--- src/rtl/core/cfr_pkg.sv ---
// shared constants, types and the crc byte update for the framed command receiver
`timescale 1ns / 1ps

package cfr_pkg;

    // frame buffer span: the byte counter wraps after this many bytes
    localparam int BUFFER_BYTES = 256;
    localparam int CNT_W        = $clog2(BUFFER_BYTES);
    localparam int CNT1_W       = CNT_W + 1;

    localparam logic [7:0]  SYNC_BYTE    = 8'h6E;
    localparam logic [7:0]  TYPE_COMMAND = 8'h40;
    localparam logic [7:0]  TYPE_BULK    = 8'h30;
    localparam logic [7:0]  TYPE_SHORT   = 8'h20;
    localparam logic [15:0] CRC_POLY     = 16'h1021;
    localparam logic [15:0] CRC_INIT     = 16'h0000;
    localparam logic [15:0] MIN_FRAME    = 16'd6;

    // command codes and the events they raise
    localparam logic [7:0] CMD_REPORT = 8'h01;
    localparam logic [7:0] CMD_START  = 8'h02;
    localparam logic [1:0] EV_NONE    = 2'd0;
    localparam logic [1:0] EV_REPORT  = 2'd1;
    localparam logic [1:0] EV_START   = 2'd2;

    typedef struct packed {
        logic [7:0] command_code;
        logic [1:0] event_kind;
        logic [7:0] frame_length;
        logic       crc_match;
    } result_t;

    typedef struct packed {
        logic    hit;
        result_t data;
    } parse_result_t;

    // crc-16/xmodem, one byte msb first
    function automatic logic [15:0] crc_update(input logic [15:0] crc, input logic [7:0] b);
        logic [15:0] c;
        c = crc ^ {b, 8'h00};
        for (int k = 0; k < 8; k++) begin
            if (c[15])
                c = {c[14:0], 1'b0} ^ CRC_POLY;
            else
                c = {c[14:0], 1'b0};
        end
        return c;
    endfunction

endpackage

--- src/rtl/core/crc16_framed_command_receiver_top.sv ---
// top level of the framed command receiver: input beat register, parser, result register
`timescale 1ns / 1ps

// framed command receiver. takes one received byte per input beat and hunts for
// frames: sync 0x6e, type, 16-bit big-endian total length, property, command,
// payload, then a big-endian crc-16/xmodem over all bytes but the last two.
// type 0x20 frames are dropped after their third byte, types other than 0x40,
// 0x30 and 0x20 after their fifth; type 0x30 bytes (and command frames whose
// length reaches the 256-byte counter span) are swallowed until the counter
// wraps. command frames declaring fewer than 6 bytes are dropped at byte four.
// when a type 0x40 frame reaches its declared length one output beat carries
// the command byte, the event (1 report code request, 2 update start request,
// 0 other), the low length byte and the crc match flag; a crc mismatch is only
// reported, the frame is not dropped. throughput is one byte per clock: the
// input register feeds a single processing stage (byte-wide crc update, counter
// step and completion decode) whose result lands in the output register, so a
// result is offered on the output from that register once its last byte is processed.
// bytes keep flowing while the output register is empty or being read; only a
// result still held against a low m_axis_tready stops the processing stage.
// no clearing pass after reset.
module crc16_framed_command_receiver_top (
    input  logic        clk,
    input  logic        rst_n,
    input  logic        s_axis_tvalid,
    output logic        s_axis_tready,
    input  logic [7:0]  s_axis_tdata,   // [7:0] rx_byte
    output logic        m_axis_tvalid,
    input  logic        m_axis_tready,
    output logic [15:0] m_axis_tdata,   // [7:0] command_code, [15:8] frame_length
    output logic [2:0]  m_axis_tuser    // [1:0] event_kind, [2] crc_match
);
    import cfr_pkg::*;

    logic          in_valid_reg, in_valid_next;
    logic [7:0]    in_byte_reg;
    logic          out_valid_reg, out_valid_next;
    result_t       out_data_reg;
    logic          out_free;
    logic          fire;
    parse_result_t res;

    // processing stage moves when a byte is held and the result slot can take it
    assign out_free      = !out_valid_reg || m_axis_tready;
    assign fire          = in_valid_reg && out_free;
    assign s_axis_tready = !in_valid_reg || fire;

    cfr_frame_parser u_parser (
        .clk     (clk),
        .rst_n   (rst_n),
        .step_en (fire),
        .rx_byte (in_byte_reg),
        .result  (res)
    );

    always_comb
    begin
        in_valid_next = in_valid_reg;
        if (s_axis_tready)
            in_valid_next = s_axis_tvalid;

        out_valid_next = out_valid_reg;
        if (fire && res.hit)
            out_valid_next = 1'b1;
        else if (m_axis_tready)
            out_valid_next = 1'b0;
    end

    always_ff @(posedge clk or negedge rst_n)
    begin
        if (!rst_n)
        begin
            in_valid_reg  <= 1'b0;
            out_valid_reg <= 1'b0;
        end
        else
        begin
            in_valid_reg  <= in_valid_next;
            out_valid_reg <= out_valid_next;
        end
    end

    // payload registers, no reset needed
    always_ff @(posedge clk)
    begin
        if (s_axis_tready && s_axis_tvalid)
            in_byte_reg <= s_axis_tdata;
        if (fire && res.hit)
            out_data_reg <= res.data;
    end

    assign m_axis_tvalid = out_valid_reg;
    assign m_axis_tdata  = {out_data_reg.frame_length, out_data_reg.command_code};
    assign m_axis_tuser  = {out_data_reg.crc_match, out_data_reg.event_kind};

    // an empty input register never refuses a beat
    a_in_open: assert property (@(posedge clk) disable iff (!rst_n)
        !in_valid_reg |-> s_axis_tready)
        else $error("input refused while empty");

    // a held result is never overwritten by a new completion
    a_no_overwrite: assert property (@(posedge clk) disable iff (!rst_n)
        (m_axis_tvalid && !m_axis_tready) |-> !fire)
        else $error("processing stage advanced over a held result");

    // every result carries a legal event code
    a_event_legal: assert property (@(posedge clk) disable iff (!rst_n)
        m_axis_tvalid |-> (m_axis_tuser[1:0] == EV_NONE || m_axis_tuser[1:0] == EV_REPORT ||
                           m_axis_tuser[1:0] == EV_START))
        else $error("illegal event code on output");

endmodule

--- src/rtl/core/cfr_frame_parser.sv ---
// frame state, crc history and completion decode, one byte per enabled cycle
`timescale 1ns / 1ps

module cfr_frame_parser (
    input  logic                  clk,
    input  logic                  rst_n,
    input  logic                  step_en,
    input  logic [7:0]            rx_byte,
    output cfr_pkg::parse_result_t result
);
    import cfr_pkg::*;

    logic [CNT_W-1:0] count_reg, count_next;
    logic [7:0]       frame_type_reg, frame_type_next;
    logic [15:0]      length_reg, length_next;
    logic [7:0]       command_reg, command_next;
    logic [15:0]      crc_run_reg, crc_run_next;
    logic [15:0]      crc_one_reg, crc_one_next;
    logic [15:0]      crc_two_next;
    logic [7:0]       prev_reg;

    logic [15:0]      crc_base;
    logic [CNT1_W-1:0] cnt;
    logic [15:0]      cnt_ext;
    logic             hit;
    logic [1:0]       ev;

    // crc history restarts at the first byte of a frame
    always_comb
    begin
        crc_base     = (count_reg == '0) ? CRC_INIT : crc_run_reg;
        crc_run_next = crc_update(crc_base, rx_byte);
        crc_one_next = crc_base;
        crc_two_next = (count_reg == '0) ? CRC_INIT : crc_one_reg;
    end

    always_comb
    begin
        frame_type_next = (count_reg == CNT_W'(1)) ? rx_byte : frame_type_reg;
        command_next    = (count_reg == CNT_W'(5)) ? rx_byte : command_reg;
        if (count_reg == CNT_W'(2))
            length_next = {rx_byte, 8'h00};
        else if (count_reg == CNT_W'(3))
            length_next = {length_reg[15:8], rx_byte};
        else
            length_next = length_reg;
    end

    always_comb
    begin
        hit = 1'b0;
        cnt = {1'b0, count_reg} + CNT1_W'(1);
        if (cnt >= CNT1_W'(BUFFER_BYTES))
            cnt = '0;
        if (cnt == CNT1_W'(1) && rx_byte != SYNC_BYTE)
            cnt = '0;
        if (cnt == CNT1_W'(5) && frame_type_next != TYPE_COMMAND &&
            frame_type_next != TYPE_BULK && frame_type_next != TYPE_SHORT)
            cnt = '0;
        if (cnt >= CNT1_W'(3) && frame_type_next == TYPE_SHORT)
            cnt = '0;
        cnt_ext = 16'(cnt);
        if (cnt >= CNT1_W'(4) && frame_type_next == TYPE_COMMAND)
        begin
            if (length_next < MIN_FRAME)
                cnt = '0;
            else if (cnt_ext >= length_next)
            begin
                hit = 1'b1;
                cnt = '0;
            end
        end
        count_next = cnt[CNT_W-1:0];
    end

    always_comb
    begin
        unique case (command_next)
            CMD_REPORT: ev = EV_REPORT;
            CMD_START:  ev = EV_START;
            default:    ev = EV_NONE;
        endcase
    end

    assign result.hit               = hit;
    assign result.data.command_code = command_next;
    assign result.data.event_kind   = ev;
    assign result.data.frame_length = length_next[7:0];
    assign result.data.crc_match    = ({prev_reg, rx_byte} == crc_two_next);

    always_ff @(posedge clk or negedge rst_n)
    begin
        if (!rst_n)
        begin
            count_reg      <= '0;
            frame_type_reg <= '0;
            length_reg     <= '0;
            command_reg    <= '0;
            crc_run_reg    <= CRC_INIT;
            crc_one_reg    <= CRC_INIT;
            prev_reg       <= '0;
        end
        else if (step_en)
        begin
            count_reg      <= count_next;
            frame_type_reg <= frame_type_next;
            length_reg     <= length_next;
            command_reg    <= command_next;
            crc_run_reg    <= crc_run_next;
            crc_one_reg    <= crc_one_next;
            prev_reg       <= rx_byte;
        end
    end

    // a completed frame always restarts the hunt
    a_hit_restarts: assert property (@(posedge clk) disable iff (!rst_n)
        (step_en && hit) |=> (count_reg == '0))
        else $error("counter not cleared after frame completion");

    // short frames never get past the third byte
    a_short_dropped: assert property (@(posedge clk) disable iff (!rst_n)
        (count_reg >= CNT_W'(3)) |-> (frame_type_reg != TYPE_SHORT))
        else $error("short frame counted past byte three");

    // a completion only comes from a command frame of legal length
    a_hit_legal: assert property (@(posedge clk) disable iff (!rst_n)
        hit |-> (frame_type_next == TYPE_COMMAND && length_next >= MIN_FRAME))
        else $error("completion from an illegal frame");

endmodule

--- config.mk ---
export PLATFORM = sky130hd
export DESIGN_NAME = crc16_framed_command_receiver_top
export DESIGN_NICKNAME = d
export VERILOG_FILES = /design/src/rtl/core/cfr_pkg.sv /design/src/rtl/core/crc16_framed_command_receiver_top.sv /design/src/rtl/core/cfr_frame_parser.sv
export SDC_FILE = /design/constraint.sdc
export NUM_CORES = 1
export LEC_CHECK = 0
export ABC_AREA = 1
export BUFFER_PORTS_ARGS = -buffer_cell sky130_fd_sc_hd__buf_2
export CAP_MARGIN = 20
export CORE_MARGIN = 1
export CORE_UTILIZATION = 60
export DETAILED_ROUTE_END_ITERATION = 12
export HOLD_SLACK_MARGIN = 0.06
export MAX_ROUTING_LAYER = met4
export PLACE_DENSITY = 0.81
export SLEW_MARGIN = 20
export SYNTH_ARGS = -nofsm -noshare
export SYNTH_HDL_FRONTEND = slang
export SYNTH_SLANG_ARGS = --single-unit
--- constraint.sdc ---
create_clock -name clk -period 5.4 [get_ports clk]
set_input_delay 0.54 -clock clk [delete_from_list [all_inputs] [get_ports clk]]
set_output_delay 0.54 -clock clk [all_outputs]
set_load 0.01 [all_outputs]
==> out/metrics.cfg, run 1 <==
[sta]
slew_viol_final=0
setup_tns_ns=0
clock_skew_ns=0.0192
slew_headroom_pct=30.4
rsz0062_at_grt=false
setup_viol=0
fin_hold_ws_ns=0.166
finalHoldViolCount=0
fin_ws_ns=1.40
worst_slew_pin_slew_ns=1.04
max_freq_ghz=0.250
fin_crit_sh_pct=74.0
fin_crit_ns=4.00

[power_and_ir_drop]
total_power_mw=3.24
power.density_mw_per_mm2=530
power_leakage_nw=2.95
vdd_drop_max_mv=0.205

[setup_path]
critical_path_buf_inv_count=3
crit_path_end_kind=flip-flop
crit_top_cell=nand2_1
critPathRequiredTime_ns=5.47
arrival_ns=4.07
worstPathMaxFanout=19
cpPeakStageDelay_ns=0.47
worst-setup-path-type=reg2reg
start_kind=flip-flop
crit_family=simple AND/OR/NAND/NOR gates
crit_slowest_cell=dfrtp_1

[floorplanning]
die_h_um=99.3
fp.dieW_um=99.3
rows=35
die-area_mm2=0.00986
initial_core_util_pct=61.8
io_pins=33
core_area_mm2=0.00920

[clock_tree]
cts_tree=built
cts_sinks=109
holdBufCountCts=0
post-cts-setup-buffer-count=0
h-tree-depth=3
clkLatencyLatePin_ns=0.39
cts_resized=0
cts_buffer_depth=2
clk_pin_slew_ns=0.11
clockRootBuffer=clkbuf_8
cts_buffers=9

[finish]
layout_common_cells=nand2_1 (207), o21ai_0 (83), dfrtp_1 (82)
final_util_pct=66.4
n_fill_cell=733
nets=744
layout_commonest_cell=nand2_1
areaGrowthSynthToFinish_pct=7.44
n_antenna_cell=0
drive_above_1_share_pct=10.2

[detailed_routing]
route.antenna.remaining_nets=0
drc=0
drtIter0Drc=401
dr.pass1.iters=5
wl_mm=12.7
routed_via_density=5.65
vias=4722
avgRoutedWirePerCell_um=15.2

[grt]
grt_usage_pct=28.5
grt_pass1_wl_mm=21.2
antenna_found_initial=0
grt_pass1_vias=4390
overflow=0
grt_start_max_net_pins=127

[placed_design]
routabilityCongestion=0.897
io_buffers=32
place_ws_ns=1.48
dp_hpwl_mm=8.72

[synth]
syn_avg_cell_area_um2=8.16
synth_ff_type=dfrtp_1
ys_warn_count=0
synth.distinct_cells=43
synthArstFlopShare_pct=75.2
netlist_area_mm2=0.00568
ys_ff_latch=109
ys_seq_area_share_pct=50.4
syn_nets=720
synth_edf_count=27
syn_inst=696

[min_path]
min_path_type=in2async

[job]
maxCapViolCount=0

[run_status]
status=finished clean

==> power breakdown <==
part / internal (mW) / total (mW) / switching (mW) / leakage (nW)
clock network: 0.177 / 0.480 / 0.303 / 0.0936
logic: 0.521 / 1.49 / 0.974 / 1.57
registers: 1.11 / 1.26 / 0.152 / 1.29
total: 1.81 / 3.24 / 1.43 / 2.95
==> worst reg2reg max path: cells and delay by family, from the launching register on <==
family | cells | cell delay [ns]
flops | 1 | 0.47
compound gates | 2 | 0.16
buf+inv | 3 | 0.56
fa+ha+maj | 2 | 0.55
simple gates | 20 | 1.91
==> routing by layer <==
layer	share of wire, %	vias up	track usage (%)
met5	0	-	-
met2	46	185	42.6
met4	1.7	0	9.95
met3	6.6	23	4.29
li1	-	2288	-
met1	45	2226	40.2
==> final timing paths <==
| kind | startpoint | to | slack [ns] | cells past startpoint |
|---|---|---|---|---|
| setup / recovery | u_parser.count_reg[0] | m_axis_tdata[0] | 1.40 | 27 |
| max in group asynchronous | rst_n | u_parser.prev_reg[7] | 4.69 | 1 |
| min in group clk | s_axis_tdata[3] | in_byte_reg[3] | 0.33 | 1 |
| setup reg to reg | u_parser.count_reg[0] | m_axis_tdata[0] | 1.40 | 27 |
| hold / removal | rst_n | u_parser.length_reg[6] | 0.17 | 1 |
| hold reg to reg | u_parser.length_reg[8] | u_parser.length_reg[8] | 0.49 | 2 |
==> metrics by stage <==
step                      instances  instance area [um^2]
after floorplan                 696                  5680
after global placement          820                  5920
after detailed placement        820                  5920
after CTS                       836                  6100
after global routing            836                  6100
final                           836                  6100
==> cell usage after synthesis (2+ instances only) <==
cell,instances,area [um^2]
or2_1,3,18.8
nor3_1,18,90.1
o211ai_1,3,22.5
ha_1,12,150
xor2_1,21,184
nand3_2,2,20.0
o21ai_2,2,17.5
o21ai_0,83,415
a31oi_1,4,25.0
buf_1,2,7.51
o21ai_1,4,20.0
or2_2,3,18.8
nand4_1,7,43.8
nor2_2,2,12.5
inv_2,4,15.0
nor4_1,4,25.0
nand3_1,21,105
clkbuf_1,17,63.8
dfrtp_1,82,2050
clkinv_1,2,7.51
nor2_1,51,191
xnor2_1,8,70.1
a21oi_1,11,55.1
edfxtp_1,27,811
nand2_1,208,781
inv_1,74,278
nand2_2,5,31.3
==> final cells by class <==
class	count	area, um^2	area share (%)
Tap cell	111	139	2.28
Sequential cell	109	2860	46.9
Clock inverter	6	51.3	0.841
Inverter	80	300	4.92
Multi-Input combinational cell	485	2430	39.8
Timing Repair Buffer	35	193	3.16
Clock buffer	10	128	2.09
==> cell families after synthesis <==
group           Yosys count  share of synthesized area, %
xor+xnor                 29                          4.47
mux                       1                         0.176
fa+ha+maj                12                          2.64
flops                   109                          50.4
buf+inv                 102                          6.96
compound gates          112                          10.5
simple gates            330                          24.8
other cells               1                        0.0660
Power figures use the tool's default switching activity.
==> run 2, diff against run 1 <==
Clock period 5.4 ns to 3.8 ns, I/O delays scaled along.
==> run 2 against run 1 <==
  * Global-route usage grew 0.29 points
  * Wire length rose by 9.2%
  * Critical path depth is 1 lower
  * Register-to-register slack got worse by 1.4 ns
  * Hold slack got worse by 0.15 ns
  * Setup slack lost 1.4 ns
  * Flip-flop and latch count did not move
  * Die area is the same
  * Clock skew about the same
  * Cell count is 3.9% higher
  * Combinational power grew 67%
  * Power grew 54%
  * Critical endpoint is now m_axis_tdata[1]
  * Highest routed layer unchanged
==> out/metrics.cfg, run 2 (synthesis results as in run 1) <==
[power_and_ir_drop]
power.density_mw_per_mm2=753  ; +42%
power_leakage_nw=3.14  ; +6.5%
total_power_mw=4.98  ; +54%
vdd_drop_max_mv=0.360  ; +76%

[floorplanning]
io_pins=33  ; unchanged
core_area_mm2=0.00920  ; unchanged
die_h_um=99.3  ; unchanged
rows=35  ; unchanged
fp.dieW_um=99.3  ; unchanged
die-area_mm2=0.00986  ; unchanged
initial_core_util_pct=61.8  ; unchanged

[detailed_routing]
dr.pass1.iters=6  ; +1
avgRoutedWirePerCell_um=16.0  ; +5.0%
drc=0  ; unchanged
drtIter0Drc=291  ; -27%
vias=4879  ; +3.3%
route.antenna.remaining_nets=0  ; unchanged
wl_mm=13.9  ; +9.2%
routed_via_density=5.61  ; -0.60%

[placed_design]
placed_cells=830  ; +1.2%
place_ws_ns=0.0552  ; -1.43 ns
routabilityCongestion=0.904  ; +0.79%
dp_hpwl_mm=9.22  ; +5.7%
place_area_mm2=0.00601  ; +1.5%
io_buffers=32  ; unchanged

[clock_tree]
h-tree-depth=3  ; unchanged
cts_tree=built
clockRootBuffer=clkbuf_8
cts_sinks=109  ; unchanged
cts_buffer_depth=2  ; unchanged
clk_pin_slew_ns=0.12  ; about the same
clkLatencyLatePin_ns=0.38  ; about the same
cts_buffers=9  ; unchanged

[sta]
fin_hold_ws_ns=0.0176  ; -0.148 ns
slew_viol_final=0  ; unchanged
setup_tns_ns=0  ; unchanged
max_freq_ghz=0.265  ; +6.1%
fin_crit_ns=3.77  ; -0.230 ns
slew_headroom_pct=36.4  ; +6.1 points
rsz0062_at_grt=true
fin_ws_ns=0.0330  ; -1.37 ns
finalHoldViolCount=0  ; unchanged
fin_crit_sh_pct=99.1  ; +25 points
clock_skew_ns=0.0194  ; +0.000228 ns
setup_viol=0  ; unchanged
worst_slew_pin_slew_ns=0.950  ; -0.0909 ns

[finish]
drive_above_1_share_pct=20.3  ; +10 points
layout_commonest_cell=nand2_1
multiInputGateArea_mm2=0.00263  ; +8.2%
final_util_pct=71.9  ; +5.5 points
final_cell_area_mm2=0.00661  ; +8.3%
areaGrowthSynthToFinish_pct=16.3
layout_common_cells=nand2_1 (192), o21ai_0 (82), dfrtp_1 (76)
regArea_mm2=0.00287  ; +0.26%
n_fill_cell=672  ; -8.3%
n_antenna_cell=0  ; unchanged
nets=777  ; +4.4%
finalNonFillerCells=869  ; +3.9%

[setup_path]
arrival_ns=3.88  ; -0.19 ns
crit_top_cell=nand2_1
crit_path_end_kind=flip-flop
crit_slowest_cell=dfrtp_2
critPathRequiredTime_ns=3.91  ; -1.56 ns
cpPeakStageDelay_ns=0.49  ; +0.02 ns
start_kind=flip-flop
worst-setup-path-type=reg2reg
reg2reg_depth=26  ; -3.7%
worstPathMaxFanout=9  ; -10

[grt]
grt_pass1_vias=4568  ; +4.1%
grt_pass1_wl_mm=21.5  ; +1.4%
grt_start_max_net_pins=83  ; -35%
antenna_found_initial=0  ; unchanged
grt_usage_pct=28.8  ; +0.29 points
overflow=0  ; unchanged

[min_path]
min_path_type=in2async

[job]
maxCapViolCount=0  ; unchanged

[run_status]
status=finished clean

-- run 2: worst paths after layout --
kind                                               from                      end  slack, ns
worst max-delay path              u_parser.count_reg[1]          m_axis_tdata[1]       0.03
worst min-delay path                              rst_n   u_parser.length_reg[6]       0.02
worst max register to register    u_parser.count_reg[1]          m_axis_tdata[1]       0.03
worst min register to register  u_parser.crc_one_reg[3]  u_parser.crc_one_reg[3]       0.49
max in group asynchronous                         rst_n    u_parser.count_reg[2]       3.18
min in group clk                        s_axis_tdata[1]           in_byte_reg[1]       0.17
-- run 2: critical path: cells and delay by family, from the launching register on --
kind,cells,cell delay [ns]
AND/OR/NAND/NOR,16,1.70
flip-flops,1,0.49
AO/OA/AOI/OAI,5,0.48
adder cells (fa/ha/maj),2,0.47
buffers and inverters,3,0.34
-- run 2: metal layers --
layer	global-route usage (%)	vias up	part of all wire [%]
met5	-	-	0
met4	7.81	0	2.1
met3	5.76	40	6.8
met2	44.7	189	47
met1	39.1	2303	44
li1	-	2347	-
-- run 2: timing repair --
item / CTS / global route
hold buffers: 0 / 0
setup buffers: 0 / 20
setup endpoints to repair: 0 / 28
gates resized for setup: 0 / 61
-- run 2: power breakdown --
group          total (mW)  internal [mW]  switching (mW)
Clock               0.677          0.253           0.424
Combinational        2.49          0.928            1.56
Sequential           1.81           1.58           0.228
-- run 2: cell type report --
type	count	share of cell area, %
clock buffer	10	1.93
tap	111	2.10
sequential	109	43.4
timing repair buffer	67	7.23
clock inverter	6	0.909
multi-input combinational	486	39.8
inverter	80	4.58
